==> src/string_hash_bitmap_dedup_macros.svh <==
// assertion macros shared by the rtl files
`ifndef STRING_HASH_BITMAP_DEDUP_MACROS_SVH
`define STRING_HASH_BITMAP_DEDUP_MACROS_SVH

`ifndef SYNTHESIS

// condition in a cycle implies a condition in the same cycle
`define SBD_ASSERT_NOW(lbl, clk, rst_n, pre, post, msg) \
    lbl: assert property (@(posedge clk) disable iff (!rst_n) (pre) |-> (post)) \
        else $error(msg);

// condition in a cycle implies a condition in the next cycle
`define SBD_ASSERT_NEXT(lbl, clk, rst_n, pre, post, msg) \
    lbl: assert property (@(posedge clk) disable iff (!rst_n) (pre) |=> (post)) \
        else $error(msg);

`else

`define SBD_ASSERT_NOW(lbl, clk, rst_n, pre, post, msg)
`define SBD_ASSERT_NEXT(lbl, clk, rst_n, pre, post, msg)

`endif

`endif

==> src/sbd_pkg.sv <==
package sbd_pkg;

    localparam int unsigned HASH_MULT = 23;
    localparam logic [7:0] LOW_BOUND = 8'd65;
    localparam logic [7:0] HIGH_BOUND = 8'd122;
    localparam int unsigned BYTE_W = 8;
    localparam int unsigned BIT_SEL_W = 3;

    // status of the bit table toward the top level
    typedef struct packed {
        logic clearing;
        logic res_valid;
        logic res_is_new;
    } tbl_stat_t;

endpackage

==> src/sbd_hash_unit.sv <==
module sbd_hash_unit #(
    parameter int TABLE_BITS = 1048576
) (
    input  logic [$clog2(TABLE_BITS)-1:0]  hash,
    input  logic [sbd_pkg::BYTE_W-1:0]     character,
    output logic [$clog2(TABLE_BITS)-1:0]  hash_next
);

    localparam int    HW   = $clog2(TABLE_BITS);
    localparam longint TB  = longint'(TABLE_BITS);
    localparam longint VMAX = longint'(sbd_pkg::HASH_MULT) * (TB - 1)
                              + longint'(sbd_pkg::HIGH_BOUND) - 1;
    localparam int    VW   = $clog2(VMAX + 1);
    localparam int    QMAX = int'(VMAX / TB);

    logic [VW-1:0]   v;
    logic [QMAX+1:0] ge;
    logic [VW-1:0]   sub;
    logic [VW-1:0]   diff;

    // product plus byte, then parallel compares against every multiple of the table size
    always_comb
    begin
        v = VW'(hash) * VW'(sbd_pkg::HASH_MULT) + VW'(character);
        ge = '0;
        for (int k = 0; k <= QMAX; k++)
        begin
            ge[k] = (v >= VW'(longint'(k) * TB));
        end
        sub = '0;
        for (int k = 0; k <= QMAX; k++)
        begin
            if (ge[k] && !ge[k+1])
            begin
                sub = sub | VW'(longint'(k) * TB);
            end
        end
        diff = v - sub;
        hash_next = diff[HW-1:0];
    end

endmodule

==> config.mk <==
export PLATFORM = sky130hd
export DESIGN_NAME = sbd_hash_unit
export DESIGN_NICKNAME = d
export VERILOG_FILES = /design/src/string_hash_bitmap_dedup_macros.svh /design/src/sbd_pkg.sv /design/src/sbd_hash_unit.sv
export SDC_FILE = /design/constraint.sdc
export NUM_CORES = 1
export LEC_CHECK = 0
export BUFFER_PORTS_ARGS = -buffer_cell sky130_fd_sc_hd__clkbuf_2
export CAP_MARGIN = 40
export CORE_AREA = 5 5 73 75
export DETAILED_ROUTE_END_ITERATION = 6
export DIE_AREA = 0 0 78 80
export PLACE_DENSITY_LB_ADDON = 0.1
export SYNTH_ARGS = -nofsm -noshare
export SYNTH_HDL_FRONTEND = slang
export SYNTH_SLANG_ARGS = --single-unit
==> constraint.sdc <==
create_clock -name vclk -period 4.7
set_clock_uncertainty 0.1 [all_clocks]
set_input_delay 0.94 -clock vclk [all_inputs]
set_output_delay 0.94 -clock vclk [all_outputs]
set_load 0.005 [all_outputs]
==> impl_table.tex <==
\begin{tabular}{lr}
\hline
Metric & Value \\
\hline
\multicolumn{2}{l}{\textbf{Min path}} \\
\quad Hold Crit Class & primary input to output port \\
\multicolumn{2}{l}{\textbf{Logic synthesis}} \\
\quad Count of distinct cell types in the synthesized netlist & 32 \\
\quad Sequential cell area fraction in the yosys report & 0\% \\
\quad Portion of synthesized cell area occupied by the leading cell type & 32.3\% \\
\quad Mean instance size in the synthesized netlist & roughly 8.7 um2 \\
\quad Commonest cells in the netlist & sky130\_fd\_sc\_hd\_\_inv\_1 (90), sky130\_fd\_sc\_hd\_\_ha\_1 (49), sky130\_fd\_sc\_hd\_\_fa\_1 (38) \\
\quad Net count after synthesis & 385 \\
\quad Cell types with the largest area share after synthesis & sky130\_fd\_sc\_hd\_\_fa\_1 (32\%), sky130\_fd\_sc\_hd\_\_ha\_1 (26\%), sky130\_fd\_sc\_hd\_\_inv\_1 (14\%), sky130\_fd\_sc\_hd\_\_xnor2\_1 (6.0\%), sky130\_fd\_sc\_hd\_\_a21oi\_1 (2.8\%) \\
\quad Dominant cell by count in the synthesized netlist & sky130\_fd\_sc\_hd\_\_inv\_1 \\
\quad Total of warnings raised by yosys & 0 \\
\quad Summed instance area of the synthesized netlist & 2350 um2 \\
\quad Synth area leader & sky130\_fd\_sc\_hd\_\_fa\_1 \\
\quad Post-Synthesis Cells & 270 \\
\multicolumn{2}{l}{\textbf{Power and ir drop}} \\
\quad Total power of the final layout & around 0.0018 W \\
\quad Share of total power consumed by net switching & a little under half \\
\quad Leakage power & about 1.8 nW \\
\quad Net switching component of the power & 0.000821 W \\
\quad Share of power burned in combinational logic & 100.0\% \\
\quad Max IR drop VDD & $\sim$0.00031 V \\
\quad PwrDens & 511 nW/um2 \\
\quad Sequential share of power & 0\% \\
\quad Internal cell power & 0.000935 W \\
\quad Clock power share & 0\% \\
\multicolumn{2}{l}{\textbf{Setup path}} \\
\quad Max Fanout on Critical Path & 4 \\
\quad CP endpoint kind & output port \\
\quad Category of the critical setup timing path & primary input to output port \\
\quad Required @ worst endpoint & between 3 and 4 ns \\
\quad Critical path data arrival time & a little over 4 ns \\
\quad Startpoint type of the worst setup path & primary input \\
\multicolumn{2}{l}{\textbf{Timing}} \\
\quad Transition at the pin with the smallest max-transition slack & between 0.2 and 0.3 ns \\
\quad Final setup violation count & 13 \\
\quad Hold Vio Cnt, Final & 0 \\
\quad Max-slew headroom at the worst pin & $\sim$81\% \\
\quad Setup repair after global routing missed its margin & yes \\
\quad Final period utilization & 109\% \\
\quad Max Freq & 0.195 GHz \\
\quad Setup slack after layout & -0.433 ns \\
\quad Final Slew Violations & 0 \\
\quad Min cycle time layout & between 5 and 6 ns \\
\multicolumn{2}{l}{\textbf{Die}} \\
\quad Area of the placeable core & between 4000 and 5000 um2 \\
\quad Boundary Pins & 48 \\
\quad Initial standard-cell utilization of the core & around half \\
\quad Die footprint & $\sim$6200 um2 \\
\quad Horizontal die dimension & 78 um \\
\quad Die Height & about 80 um \\
\quad Std cell rows & 25 \\
\multicolumn{2}{l}{\textbf{Final layout}} \\
\quad Clock buf count & 0 \\
\quad Area taken by flip-flops and latches & 0 um2 \\
\quad Number of inserted diodes & 0 \\
\quad Final \#Nets & between 400 and 500 \\
\quad Count of flip-flops and latches & 0 \\
\quad Fraction of final layout cells with drive strength greater than 1 & about two fifths \\
\quad Syn-to-layout area delta & 45.9\% \\
\multicolumn{2}{l}{\textbf{GRT}} \\
\quad Remaining global-route overflow & 0 \\
\quad Aggregate global-route resource usage & about 17\% \\
\quad Maximum number of pins on one net before global-route repair & 6 \\
\quad Number of antenna violations at the first check in global routing & 0 \\
\quad Global-route wire length before repair & between 9 and 10 mm \\
\quad Number of global-route vias before repair & 2130 \\
\multicolumn{2}{l}{\textbf{Routing}} \\
\quad Pre-Repair DR Iteration Count & 4 \\
\quad Antenna violation net count after detailed routing & 0 \\
\quad Total DRC errors in the routed layout & 0 \\
\quad Average via count per standard cell & 4.87 \\
\quad Routed wire per std cell & roughly 13 um \\
\quad Starting DRT DRC Count & 25 \\
\quad Via Count & a little over 2000 \\
\quad Routed Wire Length & roughly 5.4 mm \\
\multicolumn{2}{l}{\textbf{Placement}} \\
\quad Final weighted congestion in routability-driven placement & about 0.83 \\
\quad Estimated wirelength of the detail-placed design & roughly 4.6 mm \\
\quad Port bufs & between 40 and 50 \\
\quad Worst slack at placement & -0.479 ns \\
\multicolumn{2}{l}{\textbf{Flow run}} \\
\quad Number of max-cap violations & 0 \\
\multicolumn{2}{l}{\textbf{Run status}} \\
\quad Run status & finished, violations left \\
\quad Violated checks & negative setup slack \\
\hline
\end{tabular}
cell type report:
class	count	area (um2)
Multi-Input combinational cell	179	2350
Tap cell	54	67.6
Inverter	90	338
Timing Repair Buffer	98	674
Fill cell	339	1160
through the flow:
step	hold WS [ns]	util [%]	TNS (ns)	std cells	cell area, um2
global route	2.09	74.7	-5.23	421	3430
detailed placement	2.07	66.6	-4.79	417	3060
finish	2.07	74.7	-3.60	421	3430
floorplan	1.89	-	-0.223	270	2410
CTS	2.07	71.8	-4.19	419	3300
global placement	2.06	66.6	-4.71	417	3060
worst paths after layout:
path	from	end	slack, ns	cells past startpoint
worst min-delay path	character[0]	hash_next[0]	2.07	3
worst max-delay path	hash[6]	hash_next[16]	-0.43	14
cells by family after synthesis:
logic type / share of synthesized area, %
adders and majority gates: 58.4
AOI/OAI and AO/OA: 14.3
xor gates and xnor gates: 7.44
and+or+nand+nor: 5.37
buffers and inverters: 14.5
layout by cell type, fill, tap and decap left out, types with 2 or more instances in the layout:
master and n:
sky130_fd_sc_hd__nand2_1 7, sky130_fd_sc_hd__xnor2_1 14, sky130_fd_sc_hd__a31oi_1 2, sky130_fd_sc_hd__inv_1 83, sky130_fd_sc_hd__o21ai_1 4, sky130_fd_sc_hd__buf_2 12
sky130_fd_sc_hd__inv_2 7, sky130_fd_sc_hd__a21oi_1 8, sky130_fd_sc_hd__xor2_1 4, sky130_fd_sc_hd__a21o_1 3, sky130_fd_sc_hd__xnor2_2 2, sky130_fd_sc_hd__and3_1 2
sky130_fd_sc_hd__fa_1 37, sky130_fd_sc_hd__ha_4 16, sky130_fd_sc_hd__o221ai_1 2, sky130_fd_sc_hd__buf_4 47, sky130_fd_sc_hd__clkbuf_2 31, sky130_fd_sc_hd__a21oi_2 4
sky130_fd_sc_hd__buf_6 4, sky130_fd_sc_hd__o21a_1 4, sky130_fd_sc_hd__nor2_2 2, sky130_fd_sc_hd__o21ai_0 3, sky130_fd_sc_hd__nor2_1 5, sky130_fd_sc_hd__ha_1 32
sky130_fd_sc_hd__nor3_1 2, sky130_fd_sc_hd__o211ai_1 2, sky130_fd_sc_hd__nand3_1 2
per-layer routing:
| metal | vias up | wire length [um] | GRT usage [%] |
|---|---|---|---|
| met5 | - | 0 | 0 |
| met4 | 0 | 23 | 0.845 |
| met3 | 4 | 158 | 0.564 |
| met2 | 28 | 3170 | 36.1 |
| met1 | 972 | 2050 | 20.4 |
| li1 | 1045 | - | - |
worst max-delay path, stage by stage:
cell and delay [ns]:
sky130_fd_sc_hd__clkbuf_16 0.13, sky130_fd_sc_hd__buf_4 0.12, sky130_fd_sc_hd__ha_1 0.30, sky130_fd_sc_hd__fa_1 0.55
sky130_fd_sc_hd__inv_1 0.06, sky130_fd_sc_hd__fa_1 0.52, sky130_fd_sc_hd__inv_1 0.04, sky130_fd_sc_hd__ha_1 0.24
sky130_fd_sc_hd__a21oi_2 0.15, sky130_fd_sc_hd__o21ai_1 0.10, sky130_fd_sc_hd__a21oi_1 0.26, sky130_fd_sc_hd__o221ai_1 0.17
sky130_fd_sc_hd__or3_4 0.39, sky130_fd_sc_hd__clkbuf_2 0.12
power by group through the flow:
stage,logic [W],registers [W],clock network (W)
final,0.00176,0,0
after global routing,0.00195,0,0
after CTS,0.00163,0,0
after detailed placement,0.00148,0,0
after global placement,0.00146,0,0
after floorplan,0.000885,0,0
what timing repair did:
item	in CTS	in global routing
endpoints found under the hold margin	0	0
buffers inserted	2	2
cloned	0	0
endpoints found under the setup margin	14	14
gates resized for setup	32	40
hold buffers	0	0
pin swaps	26	25
(Power assumes the default switching activity.)
